===== config.mk =====
export PLATFORM = sky130hd
export DESIGN_NAME = char_lcd_terminal_cmd_queue_core_flat
export DESIGN_NICKNAME = d
export VERILOG_FILES = /design/src/hdl/clt_pkg.sv /design/src/hdl/clt_in_if.sv /design/src/hdl/clt_out_if.sv /design/src/hdl/clt_ram.sv /design/src/hdl/clt_front.sv /design/src/hdl/clt_op_fifo.sv /design/src/hdl/clt_back.sv /design/src/hdl/char_lcd_terminal_cmd_queue_core.sv /design/src/flat_wrapper.sv
export SDC_FILE = /design/constraint.sdc
export NUM_CORES = 1
export LEC_CHECK = 0
export ABC_CLOCK_PERIOD_IN_PS = 4700
export BUFFER_PORTS_ARGS = -buffer_cell sky130_fd_sc_hd__buf_2
export CAP_MARGIN = 10
export CELL_PAD_IN_SITES_DETAIL_PLACEMENT = 1
export CELL_PAD_IN_SITES_GLOBAL_PLACEMENT = 1
export CORE_AREA = 5 5 154 156
export CTS_BUF_LIST = sky130_fd_sc_hd__clkbuf_4
export DETAILED_ROUTE_END_ITERATION = 8
export DIE_AREA = 0 0 159 161
export HOLD_SLACK_MARGIN = 0.05
export PLACE_DENSITY = 0.75
export SLEW_MARGIN = 10
export SYNTH_ARGS = -nofsm -noshare
export SYNTH_HDL_FRONTEND = slang
export SYNTH_HIERARCHICAL = 1
export SYNTH_SLANG_ARGS = --single-unit

===== constraint.sdc =====
create_clock -name i_clk -period 4.7 [get_ports i_clk]
set_clock_uncertainty 0.2 [all_clocks]
set_input_delay 0.705 -clock i_clk [delete_from_list [all_inputs] [get_ports i_clk]]
set_output_delay 0.705 -clock i_clk [all_outputs]
set_load 0.03 [all_outputs]

===== src/hdl/clt_pkg.sv =====
// ============================================================================
// clt_pkg
// Shared types and constants for the character LCD terminal command queue.
// ============================================================================
package clt_pkg;

    // Configuration register indexes.
    typedef logic [0:0] t_cfg_idx;
    localparam t_cfg_idx CFG_DISPLAY_TYPE = 1'b0;
    localparam t_cfg_idx CFG_SCREEN_END   = 1'b1;

    // Display types.
    localparam logic [1:0] DT_GRAPHIC_16X4 = 2'd0;
    localparam logic [1:0] DT_TWO_LINE_16  = 2'd1;
    localparam logic [1:0] DT_FOUR_LINE_20 = 2'd2;

    // Result status codes.
    localparam logic [1:0] ST_OK       = 2'd0;
    localparam logic [1:0] ST_FULL     = 2'd1;
    localparam logic [1:0] ST_BOUNDARY = 2'd2;

    // Text bytes and display commands.
    localparam logic [7:0] CH_NEWLINE   = 8'h0A;
    localparam logic [7:0] CH_BACKSPACE = 8'h08;
    localparam logic [7:0] CMD_CLEAR    = 8'h01;
    localparam logic [7:0] CMD_DDRAM    = 8'h80;
    localparam logic [7:0] DDRAM_MASK   = 8'h7F;
    localparam logic [7:0] SCREEN_END_RESET = 8'd64;

    // One command request from the front to the back.
    typedef struct packed {
        logic       push;    // write one command into the queue
        logic       pop;     // read the oldest command out of the queue
        logic       finish;  // last request of an item: a result follows
        logic [1:0] status;
        logic       rs;
        logic [7:0] data;
    } t_op;

    // Line length of a display type; unused type behaves as graphic 16x4.
    function automatic logic [7:0] line_len(input logic [1:0] dtype);
        logic [7:0] len;
        len = (dtype == DT_FOUR_LINE_20) ? 8'h14 : 8'h10;
        return len;
    endfunction

    // DDRAM start address of a row for a display type.
    function automatic logic [7:0] row_addr(input logic [1:0] dtype, input logic [1:0] row);
        logic [7:0] a;
        a = 8'h00;
        unique case (dtype)
            DT_TWO_LINE_16: begin
                a = (row == 2'd1) ? 8'h40 : 8'h00;
            end
            DT_FOUR_LINE_20: begin
                unique case (row)
                    2'd0: a = 8'h00;
                    2'd1: a = 8'h40;
                    2'd2: a = 8'h14;
                    default: a = 8'h54;
                endcase
            end
            default: begin
                unique case (row)
                    2'd0: a = 8'h00;
                    2'd1: a = 8'h10;
                    2'd2: a = 8'h08;
                    default: a = 8'h18;
                endcase
            end
        endcase
        return a;
    endfunction

endpackage


===== src/hdl/clt_in_if.sv =====
// ============================================================================
// clt_in_if
// Input channel: one text byte or one tick per request.
// ============================================================================
interface clt_in_if;
    logic       valid;
    logic       ready;
    logic       mode;
    logic [7:0] char_code;

    modport source (output valid, output mode, output char_code, input ready);
    modport sink   (input valid, input mode, input char_code, output ready);
endinterface


===== src/hdl/clt_out_if.sv =====
// ============================================================================
// clt_out_if
// Output channel: one result per input request.
// ============================================================================
interface clt_out_if;
    logic       valid;
    logic       ready;
    logic [1:0] status;
    logic       port_valid;
    logic       port_rs;
    logic [7:0] port_data;

    modport source (output valid, output status, output port_valid, output port_rs,
                    output port_data, input ready);
    modport sink   (input valid, input status, input port_valid, input port_rs,
                    input port_data, output ready);
endinterface


===== src/hdl/clt_ram.sv =====
// ============================================================================
// clt_ram
// Generic single-write, single-read RAM with a registered read port.
// ============================================================================
module clt_ram #(
    parameter int WIDTH = 9,
    parameter int DEPTH = 16
) (
    input  logic                     i_clk,
    input  logic                     i_we,
    input  logic [$clog2(DEPTH)-1:0] i_waddr,
    input  logic [WIDTH-1:0]         i_wdata,
    input  logic                     i_re,
    input  logic [$clog2(DEPTH)-1:0] i_raddr,
    output logic [WIDTH-1:0]         o_rdata
);

    logic [WIDTH-1:0] r_mem [DEPTH];
    logic [WIDTH-1:0] r_rdata;

    // Write port and registered read port; read data holds without a read.
    always_ff @(posedge i_clk) begin
        if (i_we) begin
            r_mem[i_waddr] <= i_wdata;
        end
        if (i_re) begin
            r_rdata <= r_mem[i_raddr];
        end
    end

    assign o_rdata = r_rdata;

endmodule


===== src/hdl/clt_front.sv =====
// ============================================================================
// clt_front
// Terminal front end: keeps the cursor, the newline flag and the logical
// queue fill, and turns each request into one or more command requests.
// ============================================================================
module clt_front #(
    parameter int QUEUE_DEPTH = 16
) (
    input  logic              i_clk,
    input  logic              i_rst_n,
    input  logic              i_cfg_we,
    input  clt_pkg::t_cfg_idx i_cfg_idx,
    input  logic [7:0]        i_cfg_data,
    clt_in_if.sink            i_in,
    output logic              o_op_valid,
    output clt_pkg::t_op      o_op,
    input  logic              i_op_ready
);
    import clt_pkg::*;

    localparam int PTR_W = $clog2(QUEUE_DEPTH);
    localparam logic [PTR_W-1:0] CNT_FULL = PTR_W'(QUEUE_DEPTH - 1);

    typedef enum logic [1:0] {
        STG_ADDR,
        STG_CLEAR,
        STG_CHAR
    } t_stage;

    logic [1:0]       r_display_type;
    logic [7:0]       r_screen_end;
    logic [7:0]       r_cursor;
    logic             r_nlp;
    logic [PTR_W-1:0] r_count;
    logic             r_busy;
    t_stage           r_stage;
    logic [7:0]       r_ch;

    logic [7:0]       n_cursor;
    logic             n_nlp;
    logic [PTR_W-1:0] n_count;
    t_stage           n_stage;

    t_op              w_op;
    t_stage           w_stg;
    logic [7:0]       w_ch;
    logic             w_tick;
    logic             w_used;
    logic             w_done;
    logic             w_full;
    logic [7:0]       w_len;
    logic [7:0]       w_mask;
    logic             w_fire;

    assign w_len  = line_len(r_display_type);
    assign w_mask = w_len - 8'd1;
    assign w_full = (r_count == CNT_FULL);
    assign w_stg  = r_busy ? r_stage : STG_ADDR;
    assign w_ch   = r_busy ? r_ch : i_in.char_code;
    assign w_tick = !r_busy && i_in.mode;

    // One step of the terminal: at most one queue write per cycle, the item
    // continues in a later cycle if it needs another write.
    always_comb begin
        n_cursor = r_cursor;
        n_nlp    = r_nlp;
        n_count  = r_count;
        n_stage  = STG_ADDR;
        w_op     = '0;
        w_used   = 1'b0;
        w_done   = 1'b0;
        if (w_tick) begin
            w_op.pop    = (r_count != '0);
            w_op.finish = 1'b1;
            w_op.status = ST_OK;
            if (r_count != '0) begin
                n_count = r_count - PTR_W'(1);
            end
        end else begin
            // Pending line start: set the DDRAM address of the cursor row.
            if (w_stg == STG_ADDR && r_nlp) begin
                if (w_full) begin
                    w_op.finish = 1'b1;
                    w_op.status = ST_FULL;
                    w_done      = 1'b1;
                end else begin
                    w_op.push = 1'b1;
                    w_op.rs   = 1'b0;
                    w_op.data = CMD_DDRAM | (row_addr(r_display_type, r_cursor[5:4])
                                             & DDRAM_MASK);
                    n_nlp     = 1'b0;
                    n_count   = r_count + PTR_W'(1);
                    w_used    = 1'b1;
                end
            end
            // Screen end: clear the display and home the cursor.
            if (!w_done && w_stg != STG_CHAR && r_cursor == r_screen_end) begin
                if (w_used) begin
                    w_done  = 1'b1;
                    n_stage = STG_CLEAR;
                end else if (w_full) begin
                    w_op.finish = 1'b1;
                    w_op.status = ST_FULL;
                    w_done      = 1'b1;
                end else begin
                    w_op.push = 1'b1;
                    w_op.rs   = 1'b0;
                    w_op.data = CMD_CLEAR;
                    n_cursor  = 8'd0;
                    n_count   = r_count + PTR_W'(1);
                    w_used    = 1'b1;
                end
            end
            // The byte itself.
            if (!w_done) begin
                if (w_ch == CH_NEWLINE) begin
                    n_cursor = (n_cursor & ~w_mask) + w_len;
                end else if (w_ch == CH_BACKSPACE) begin
                    n_cursor = n_cursor - 8'd1;
                end else if (w_used) begin
                    w_done  = 1'b1;
                    n_stage = STG_CHAR;
                end else if (w_full) begin
                    w_op.finish = 1'b1;
                    w_op.status = ST_FULL;
                    w_done      = 1'b1;
                end else begin
                    w_op.push = 1'b1;
                    w_op.rs   = 1'b1;
                    w_op.data = w_ch;
                    n_cursor  = n_cursor + 8'd1;
                    n_count   = r_count + PTR_W'(1);
                end
            end
            // Line boundary check closes the item.
            if (!w_done) begin
                w_op.finish = 1'b1;
                if ((n_cursor & w_mask) == 8'd0) begin
                    n_nlp       = 1'b1;
                    w_op.status = ST_BOUNDARY;
                end else begin
                    w_op.status = ST_OK;
                end
            end
        end
    end

    assign o_op_valid = r_busy || i_in.valid;
    assign o_op       = w_op;
    assign i_in.ready = !r_busy && i_op_ready;
    assign w_fire     = o_op_valid && i_op_ready;

    // Terminal state, item sequencing and configuration registers.
    always_ff @(posedge i_clk) begin
        if (!i_rst_n) begin
            r_display_type <= DT_GRAPHIC_16X4;
            r_screen_end   <= SCREEN_END_RESET;
            r_cursor       <= 8'd0;
            r_nlp          <= 1'b0;
            r_count        <= '0;
            r_busy         <= 1'b0;
            r_stage        <= STG_ADDR;
        end else begin
            if (i_cfg_we) begin
                unique case (i_cfg_idx)
                    CFG_DISPLAY_TYPE: r_display_type <= i_cfg_data[1:0];
                    CFG_SCREEN_END:   r_screen_end   <= i_cfg_data;
                    default:          r_screen_end   <= r_screen_end;
                endcase
            end
            if (w_fire) begin
                r_cursor <= n_cursor;
                r_nlp    <= n_nlp;
                r_count  <= n_count;
                r_busy   <= !w_op.finish;
                r_stage  <= n_stage;
            end
        end
    end

    // Byte of an item that needs more than one command request.
    always_ff @(posedge i_clk) begin
        if (w_fire && !r_busy) begin
            r_ch <= i_in.char_code;
        end
    end

endmodule


===== src/hdl/clt_op_fifo.sv =====
// ============================================================================
// clt_op_fifo
// Two-entry queue of command requests between the front and the back.
// ============================================================================
module clt_op_fifo (
    input  logic         i_clk,
    input  logic         i_rst_n,
    input  logic         i_in_valid,
    input  clt_pkg::t_op i_in_op,
    output logic         o_in_ready,
    output logic         o_out_valid,
    output clt_pkg::t_op o_out_op,
    input  logic         i_out_ready
);
    import clt_pkg::*;

    t_op        r_mem [2];
    logic       r_wr;
    logic       r_rd;
    logic [1:0] r_cnt;
    logic       w_push;
    logic       w_pop;

    assign o_in_ready  = (r_cnt != 2'd2);
    assign o_out_valid = (r_cnt != 2'd0);
    assign o_out_op    = r_mem[r_rd];
    assign w_push      = i_in_valid && o_in_ready;
    assign w_pop       = o_out_valid && i_out_ready;

    // Pointers and fill count.
    always_ff @(posedge i_clk) begin
        if (!i_rst_n) begin
            r_wr  <= 1'b0;
            r_rd  <= 1'b0;
            r_cnt <= 2'd0;
        end else begin
            if (w_push) begin
                r_wr <= !r_wr;
            end
            if (w_pop) begin
                r_rd <= !r_rd;
            end
            r_cnt <= r_cnt + {1'b0, w_push} - {1'b0, w_pop};
        end
    end

    // Entry storage.
    always_ff @(posedge i_clk) begin
        if (w_push) begin
            r_mem[r_wr] <= i_in_op;
        end
    end

endmodule


===== src/hdl/clt_back.sv =====
// ============================================================================
// clt_back
// Back end: carries out queue writes and reads on the command RAM and
// registers one result per item on the output channel.
// ============================================================================
module clt_back #(
    parameter int QUEUE_DEPTH = 16
) (
    input  logic         i_clk,
    input  logic         i_rst_n,
    input  logic         i_op_valid,
    input  clt_pkg::t_op i_op,
    output logic         o_op_ready,
    clt_out_if.source    o_out
);
    import clt_pkg::*;

    localparam int PTR_W = $clog2(QUEUE_DEPTH);
    localparam logic [PTR_W-1:0] PTR_LAST = PTR_W'(QUEUE_DEPTH - 1);

    logic [PTR_W-1:0] r_head;
    logic [PTR_W-1:0] r_tail;
    logic             r_s1_valid;
    logic             r_s1_pop;
    logic [1:0]       r_s1_status;
    logic             r_out_valid;
    logic [1:0]       r_out_status;
    logic             r_out_pv;
    logic             r_out_rs;
    logic [7:0]       r_out_data;

    logic [PTR_W-1:0] w_head_nxt;
    logic [PTR_W-1:0] w_tail_nxt;
    logic             w_out_adv;
    logic             w_s1_adv;
    logic             w_s1_free;
    logic             w_fire;
    logic [8:0]       w_rdata;

    assign w_head_nxt = (r_head == PTR_LAST) ? '0 : r_head + PTR_W'(1);
    assign w_tail_nxt = (r_tail == PTR_LAST) ? '0 : r_tail + PTR_W'(1);

    assign w_out_adv  = !r_out_valid || o_out.ready;
    assign w_s1_adv   = r_s1_valid && w_out_adv;
    assign w_s1_free  = !r_s1_valid || w_out_adv;
    assign o_op_ready = !i_op.finish || w_s1_free;
    assign w_fire     = i_op_valid && o_op_ready;

    // Command queue storage: rs in bit 8, byte in bits 7..0.
    clt_ram #(
        .WIDTH (9),
        .DEPTH (QUEUE_DEPTH)
    ) u_ram (
        .i_clk   (i_clk),
        .i_we    (w_fire && i_op.push),
        .i_waddr (w_head_nxt),
        .i_wdata ({i_op.rs, i_op.data}),
        .i_re    (w_fire && i_op.pop),
        .i_raddr (w_tail_nxt),
        .o_rdata (w_rdata)
    );

    // Queue pointers, read stage and output register control.
    always_ff @(posedge i_clk) begin
        if (!i_rst_n) begin
            r_head      <= '0;
            r_tail      <= '0;
            r_s1_valid  <= 1'b0;
            r_out_valid <= 1'b0;
        end else begin
            if (w_fire && i_op.push) begin
                r_head <= w_head_nxt;
            end
            if (w_fire && i_op.pop) begin
                r_tail <= w_tail_nxt;
            end
            if (w_fire && i_op.finish) begin
                r_s1_valid <= 1'b1;
            end else if (w_s1_adv) begin
                r_s1_valid <= 1'b0;
            end
            if (w_s1_adv) begin
                r_out_valid <= 1'b1;
            end else if (o_out.ready) begin
                r_out_valid <= 1'b0;
            end
        end
    end

    // Result payload.
    always_ff @(posedge i_clk) begin
        if (w_fire && i_op.finish) begin
            r_s1_pop    <= i_op.pop;
            r_s1_status <= i_op.status;
        end
        if (w_s1_adv) begin
            r_out_status <= r_s1_status;
            r_out_pv     <= r_s1_pop;
            r_out_rs     <= r_s1_pop && w_rdata[8];
            r_out_data   <= r_s1_pop ? w_rdata[7:0] : 8'd0;
        end
    end

    assign o_out.valid      = r_out_valid;
    assign o_out.status     = r_out_status;
    assign o_out.port_valid = r_out_pv;
    assign o_out.port_rs    = r_out_rs;
    assign o_out.port_data  = r_out_data;

endmodule


===== src/hdl/char_lcd_terminal_cmd_queue_core.sv =====
// Path: an accepted request goes through the request queue, the read stage
// and the output register; a multi-command text byte sends one request per command.
// Throughput: one request per cycle while the request queue has room; a text byte
// that queues two or three commands holds the input, one command RAM write each.
// Reset: synchronous, active low; clears cursor, newline flag, queue
// pointers and configuration. Queue entries are not cleared; no clear pass.
// ============================================================================
// char_lcd_terminal_cmd_queue_core
// Text terminal for a character LCD: text bytes become display commands in
// a ring queue, and each tick drains one command, if any, to the display port.
// ============================================================================
module char_lcd_terminal_cmd_queue_core #(
    parameter int QUEUE_DEPTH = 16
) (
    input  logic              i_clk,
    input  logic              i_rst_n,
    input  logic              i_cfg_we,
    input  clt_pkg::t_cfg_idx i_cfg_idx,
    input  logic [7:0]        i_cfg_data,
    clt_in_if.sink            i_in,
    clt_out_if.source         o_out
);
    import clt_pkg::*;

    logic w_fe_op_valid;
    t_op  w_fe_op;
    logic w_fe_op_ready;
    logic w_be_op_valid;
    t_op  w_be_op;
    logic w_be_op_ready;

    // Front end: terminal state and command generation.
    clt_front #(
        .QUEUE_DEPTH (QUEUE_DEPTH)
    ) u_front (
        .i_clk      (i_clk),
        .i_rst_n    (i_rst_n),
        .i_cfg_we   (i_cfg_we),
        .i_cfg_idx  (i_cfg_idx),
        .i_cfg_data (i_cfg_data),
        .i_in       (i_in),
        .o_op_valid (w_fe_op_valid),
        .o_op       (w_fe_op),
        .i_op_ready (w_fe_op_ready)
    );

    // Request queue between front and back.
    clt_op_fifo u_op_fifo (
        .i_clk       (i_clk),
        .i_rst_n     (i_rst_n),
        .i_in_valid  (w_fe_op_valid),
        .i_in_op     (w_fe_op),
        .o_in_ready  (w_fe_op_ready),
        .o_out_valid (w_be_op_valid),
        .o_out_op    (w_be_op),
        .i_out_ready (w_be_op_ready)
    );

    // Back end: command RAM and result register.
    clt_back #(
        .QUEUE_DEPTH (QUEUE_DEPTH)
    ) u_back (
        .i_clk      (i_clk),
        .i_rst_n    (i_rst_n),
        .i_op_valid (w_be_op_valid),
        .i_op       (w_be_op),
        .o_op_ready (w_be_op_ready),
        .o_out      (o_out)
    );

`ifndef NO_ASSERTIONS
    // An accepted request always hands its first command request over.
    a_accept_hands_over: assert property (@(posedge i_clk) disable iff (!i_rst_n)
        (i_in.valid && i_in.ready) |-> (w_fe_op_valid && w_fe_op_ready))
        else $error("accepted request did not reach the request queue");

    // A request never both writes and reads the command queue.
    a_push_pop_exclusive: assert property (@(posedge i_clk) disable iff (!i_rst_n)
        w_be_op_valid |-> !(w_be_op.push && w_be_op.pop))
        else $error("command request both writes and reads the queue");

    // A drained command is reported with an ok status.
    a_drain_status_ok: assert property (@(posedge i_clk) disable iff (!i_rst_n)
        (o_out.valid && o_out.port_valid) |-> (o_out.status == ST_OK))
        else $error("drained command with a non-ok status");
`endif

endmodule


===== src/flat_wrapper.sv =====
// flat-port wrapper written by rule: the top's interface ports become plain ports
module char_lcd_terminal_cmd_queue_core_flat import clt_pkg::*;
#(
    parameter int QUEUE_DEPTH = 16
)
  (i_clk, i_rst_n, i_cfg_we, i_cfg_idx, i_cfg_data, i_in_valid, i_in_mode, i_in_char_code, i_in_ready, o_out_valid, o_out_status, o_out_port_valid, o_out_port_rs, o_out_port_data, o_out_ready);
  clt_in_if i_in_i ();
  clt_out_if o_out_i ();
  input  logic i_clk;
  input  logic i_rst_n;
  input  logic i_cfg_we;
  input  clt_pkg::t_cfg_idx i_cfg_idx;
  input  logic [7:0] i_cfg_data;
  input wire logic [$bits(i_in_i.valid)-1:0] i_in_valid;
  input wire logic [$bits(i_in_i.mode)-1:0] i_in_mode;
  input wire logic [$bits(i_in_i.char_code)-1:0] i_in_char_code;
  output wire logic [$bits(i_in_i.ready)-1:0] i_in_ready;
  output wire logic [$bits(o_out_i.valid)-1:0] o_out_valid;
  output wire logic [$bits(o_out_i.status)-1:0] o_out_status;
  output wire logic [$bits(o_out_i.port_valid)-1:0] o_out_port_valid;
  output wire logic [$bits(o_out_i.port_rs)-1:0] o_out_port_rs;
  output wire logic [$bits(o_out_i.port_data)-1:0] o_out_port_data;
  input wire logic [$bits(o_out_i.ready)-1:0] o_out_ready;
  assign i_in_i.valid = i_in_valid;
  assign i_in_i.mode = i_in_mode;
  assign i_in_i.char_code = i_in_char_code;
  assign i_in_ready = i_in_i.ready;
  assign o_out_valid = o_out_i.valid;
  assign o_out_status = o_out_i.status;
  assign o_out_port_valid = o_out_i.port_valid;
  assign o_out_port_rs = o_out_i.port_rs;
  assign o_out_port_data = o_out_i.port_data;
  assign o_out_i.ready = o_out_ready;
  char_lcd_terminal_cmd_queue_core #(.QUEUE_DEPTH(QUEUE_DEPTH)) u_core (.i_clk(i_clk), .i_rst_n(i_rst_n), .i_cfg_we(i_cfg_we), .i_cfg_idx(i_cfg_idx), .i_cfg_data(i_cfg_data), .i_in(i_in_i), .o_out(o_out_i));
endmodule

# Word-level counts from Yosys, hierarchy flattened
# Memory sizes are Yosys's and may differ from the RTL's. A register that Yosys moved wholly into a read port is not among the register bits.
# Index checks and enable logic that the tools add are counted.
# totals
reg_bits	63
latchBits	0
ramBits	172
mem_bits_ro	0
out_inout_bits	14
word_cells	184
mem_count	2
# memory_table
memory	depth	width	rd	rd_clocked_by_memory_dff	wr	line_no	rtl
u_core.u_back.u_ram.r_mem	16	9	1	1	1	clt_ram.sv:18	logic [WIDTH-1:0] r_mem [DEPTH];
u_core.u_op_fifo.r_mem	2	14	1	1	1	clt_op_fifo.sv:17	t_op r_mem [2];
# classes
add_sub_neg	10
n_mul	0
div	0
n_lt_le_gt_ge	0
eq_ne	13
shift	0
mux	97
bitwise	5
n_reduce_logical	36
# op_table
op	count
8-bit 2-to-1 mux	12
12-bit 2-to-1 mux	7
4-bit 2-to-1 mux	14
1-bit 2-to-1 mux	44
9-bit 2-to-1 mux	3
7-bit case mux with 3 select lines	1
3-bit 2-to-1 mux	6
8-bit bitwise AND	2
8-bit by 4-bit == test with 1-bit output, second input constant	2
5-bit case mux with 3 select lines	1
2-bit 2-to-1 mux	7
7-bit case mux with 2 select lines	1
1-bit logical AND	13
4-bit by 1-bit adder with 4-bit output, second input constant	3
4-bit == test, second input constant	3
8-bit by 1-bit adder with 8-bit output, second input constant	1
8-bit by 5-bit adder with 8-bit output	1
8-bit == test	1
1-bit logical NOT	8
8-bit logical NOT	1
8-bit NOT	1
2-bit AND reduction	4
8-bit by 1-bit subtractor with 8-bit output, second input constant	1
7-bit 2-to-1 mux	1
13 further kinds	23

# Logic depth before layout (Yosys ltp)
# depth
depth_word	23
ltp_mapped	17

# Hierarchy
# The synthesis kept the hierarchy.
# modules_own_cells
module	n_inst	cells_each	area_per_inst_um2
clt_ram	1	254	5870.6
clt_front	1	351	2631.3
clt_op_fifo	1	73	1276.2
clt_back	1	88	1042.2

# Worst setup path after synthesis
# No wires, ideal clock.
# synth_path
kind	register to register
from	reg with a tool-made name
to	mem u_core.u_back.u_ram.r_mem[0][0] (enable)
setup_time_ns	0.387
t_arrival_ns	2.631
setup_slack_ns	1.482
path_stages_with_launch	8
n_path_buf	2
cell_sequence	dfxtp_1 buf_4 mux2_1 and4b_4 buf_2 nor2_1 or3b_2 nor3_1
# synth_rtl
element	line_no
end: declaration	clt_ram.sv:18

==> flow_summary_export.csv <==
group,metric,value,unit
clock_tree,htree_num_levels,3,
synth,ys_seq_area_frac,0.642,
drt,postRouteAntennaNets,0,
synth,synth_seq_cells,245,
run_status,status,"completed",
synth,netlist_area,10800,um2
placement,place_congestion,0.858,
critical_path,crit_family,"simple AND/OR/NAND/NOR gates",
synth,ys_dominant_reg_cell,"edfxtp_1",
finish,final_nets,886,
critical_path,worst-setup-path-type,"reg -> reg",
drt,wl_per_cell,22.0,um
clock_tree,ctsResizeCount,0,
placement,post-dp-hpwl,17500,um
timing,fin_crit,3.87,ns
placement,io_buffers,36,
drt,dr_total_vias,6978,
timing,tightest_slew,1.12,ns
finish,post-route-util,0.545,
synth,synth_area_leaders,"edfxtp_1 (57%), dfxtp_1 (7.6%), mux4_2 (4.4%)",
timing,fmax,259,MHz
global_routing,grt-ovfl-total,0,
finish,final_common_cell,"edfxtp_1",
critical_path,cp_cell_sequence,"ha_1 -> nand3_1 -> nand2_1 -> or2_1 -> and2_1 -> inv_1 -> ha_1 -> inv_1 -> nor2_1 -> and3_1 -> a221oi_1 -> nand3_1 -> nor2_1 -> a211oi_2 -> nor3_1",
clock_tree,clk_latency,0.62,ns
global_routing,grt_pass1_vias,7617,
clock_tree,cts-root-buf,"clkbuf_4",
synth,synth.avg_cell_area,14.1,um2
power,max-vdd-ir-drop,231,uV
power,leakagePower,4.30,nW
die,core_area,22200,um2
power,power.density,524,nW/um2
die,dieArea,25600,um2
drt,remaining_drc_errors,0,
clock_tree,cts.path.max_buffers,3,
worst_hold_path,min_path_type,"in -> reg",
finish,nFillCells,2242,
synth,synth_top_area_share,0.566,
global_routing,grt_use_total,0.206,
clock_tree,cts_tree,"done",
synth,synth_edf_count,204,
critical_path,cp_data_arrival_time,4.10,ns
critical_path,crit_slowest_cell,"dfxtp_1",
critical_path,crit_path_end_kind,"flip-flop",
drt,viasPerCell,5.87,
timing,setup_viol,0,
finish,regArea,6950,um2
timing,maxSlewHeadroom,0.251,
synth,synth_nets,799,
drt,wl,26200,um
finish,multi_input_area,3610,um2
timing,whs,0.109,ns
critical_path,crit_path_max_fanout,12,
critical_path,crit_required,4.93,ns
drt,dr.pass1.iters,5,
global_routing,antenna_found_initial,1,
flow_run,drv_cap,0,
die,start_util,0.487,
critical_path,crit_buf_inv,2,
synth,synth_top_area_cell,"edfxtp_1",
critical_path,cp-start-kind,"flip-flop",
finish,area_growth,12.0,%
power,power.total,6.35,mW
clock_tree,cts.clk_slew.worst_paths,0.06,ns
synth,ys_async_sr_fraction,0,
clock_tree,cts_sinks,245,
synth,synth_cell_type_count,82,
die,ios,37,
critical_path,max_stage_delay,0.44,ns
synth,synth_cells,766,
synth,yosysWarnings,6,
finish,drive_gt1_frac,0.208,
finish,final_cell_mix,"edfxtp_1 (204), clkbuf_4 (89), nand2_1 (61), nor2_1 (57), dfxtp_1 (41)",
clock_tree,post_cts_buffers,0,
global_routing,grt_pass1_wl,41900,um
drt,drt-initial-drc-count,409,
timing,finalHoldViolCount,0,
die,rows,55,
timing,finalSetupTns,0,ns
clock_tree,cts_hold_buf,6,
die,die_x,159,um
timing,post-route-period-util,0.823,
die,die_h,161,um
timing,rsz0062_at_grt,"no",
clock_tree,cts_buffers,66,
timing,maxSlewViolCount,0,
global_routing,grt_max_degree,38,
-- logic make-up (layout without fill, tap and decap cells) --
logic type	after synthesis	in the layout	synth area share
adder cells (fa/ha/maj)	10	10	0.0116
other	0	1	0
AO/OA/AOI/OAI	139	139	0.0885
flip-flops	245	245	0.642
AND/OR/NAND/NOR	242	242	0.114
multiplexers	64	64	0.108
buffers and inverters	54	190	0.0267
XOR/XNOR	12	12	0.00971
-- where the power goes --
group          total [mW]  internal (mW)  switching, mW
logic                1.62          0.594           1.03
registers            2.97           2.84          0.135
clock network        1.76          0.892          0.864
total                6.35           4.33           2.03
-- registers in the layout (all words and copies together) (netlist names), 4 cells and up, named ones only --
register / flops
u_core/u_front/r_screen_end: 8
u_core/u_front/r_cursor: 8
u_core/u_back/o_out.port_data: 8
u_core/u_front/r_ch: 8
u_core/u_back/r_head: 4
u_core/u_front/r_count: 4
u_core/u_back/r_tail: 4
u_core/u_back/u_ram/r_mem: 144
u_core/u_op_fifo/r_mem: 28
u_core/u_back/u_ram/o_rdata: 9
-- stage by stage --
step                setup slack [ns]  cell area [um2]  cells
CTS                            0.846            12100   1187
global placement                1.05            11300   1064
detailed placement             0.890            11300   1064
global route                   0.508            12100   1188
floorplan                       1.48            10800    766
finish                         0.833            12100   1188
-- cell usage after synthesis (all sizes together), types with 9 or more instances --
cell type and instances:
o21ai 26, buf 13, a22oi 18, inv 18
nor3 16, a21boi 10, mux4 36, nor2 57
ha 10, nand3 26, a31oi 9, xor2 9
and2 20, and3 10, mux2i 11, nor2b 12
edfxtp 204, mux2 17, dfxtp 41, clkbuf 22
nand2 61, a21oi 27
-- routing by layer --
layer / routed length [um] / share of wire / global-route usage
met1: 10700 / 0.41 / 0.258
met2: 13500 / 0.52 / 0.357
met3: 1420 / 0.054 / 0.0383
met4: 623 / 0.024 / 0.0795
met5: 0 / 0 / 0
-- final timing paths --
path | slack, ns | endpoint | from | cells after the start
max | 0.83 | u_core/u_op_fifo/r_mem[0][10] | u_core/u_front/r_count[0] | 15
min reg2reg | 0.28 | u_core/u_front/r_screen_end[0] | u_core/u_front/r_screen_end[0] | 2
max reg2reg | 0.83 | u_core/u_op_fifo/r_mem[0][10] | u_core/u_front/r_count[0] | 15
min | 0.11 | u_core/u_front/r_ch[6] | i_in_char_code[6] | 1
-- layout make-up --
type                    count  share of cell area
flip-flops and latches    245               0.573
multi-input cells         467               0.298
clock buffers              89              0.0552
well taps                 285              0.0294
diodes                      1            0.000207
clock inverters            28              0.0105
repair buffers             55              0.0279
inverters                  18             0.00558
(Power assumes the default switching activity.)
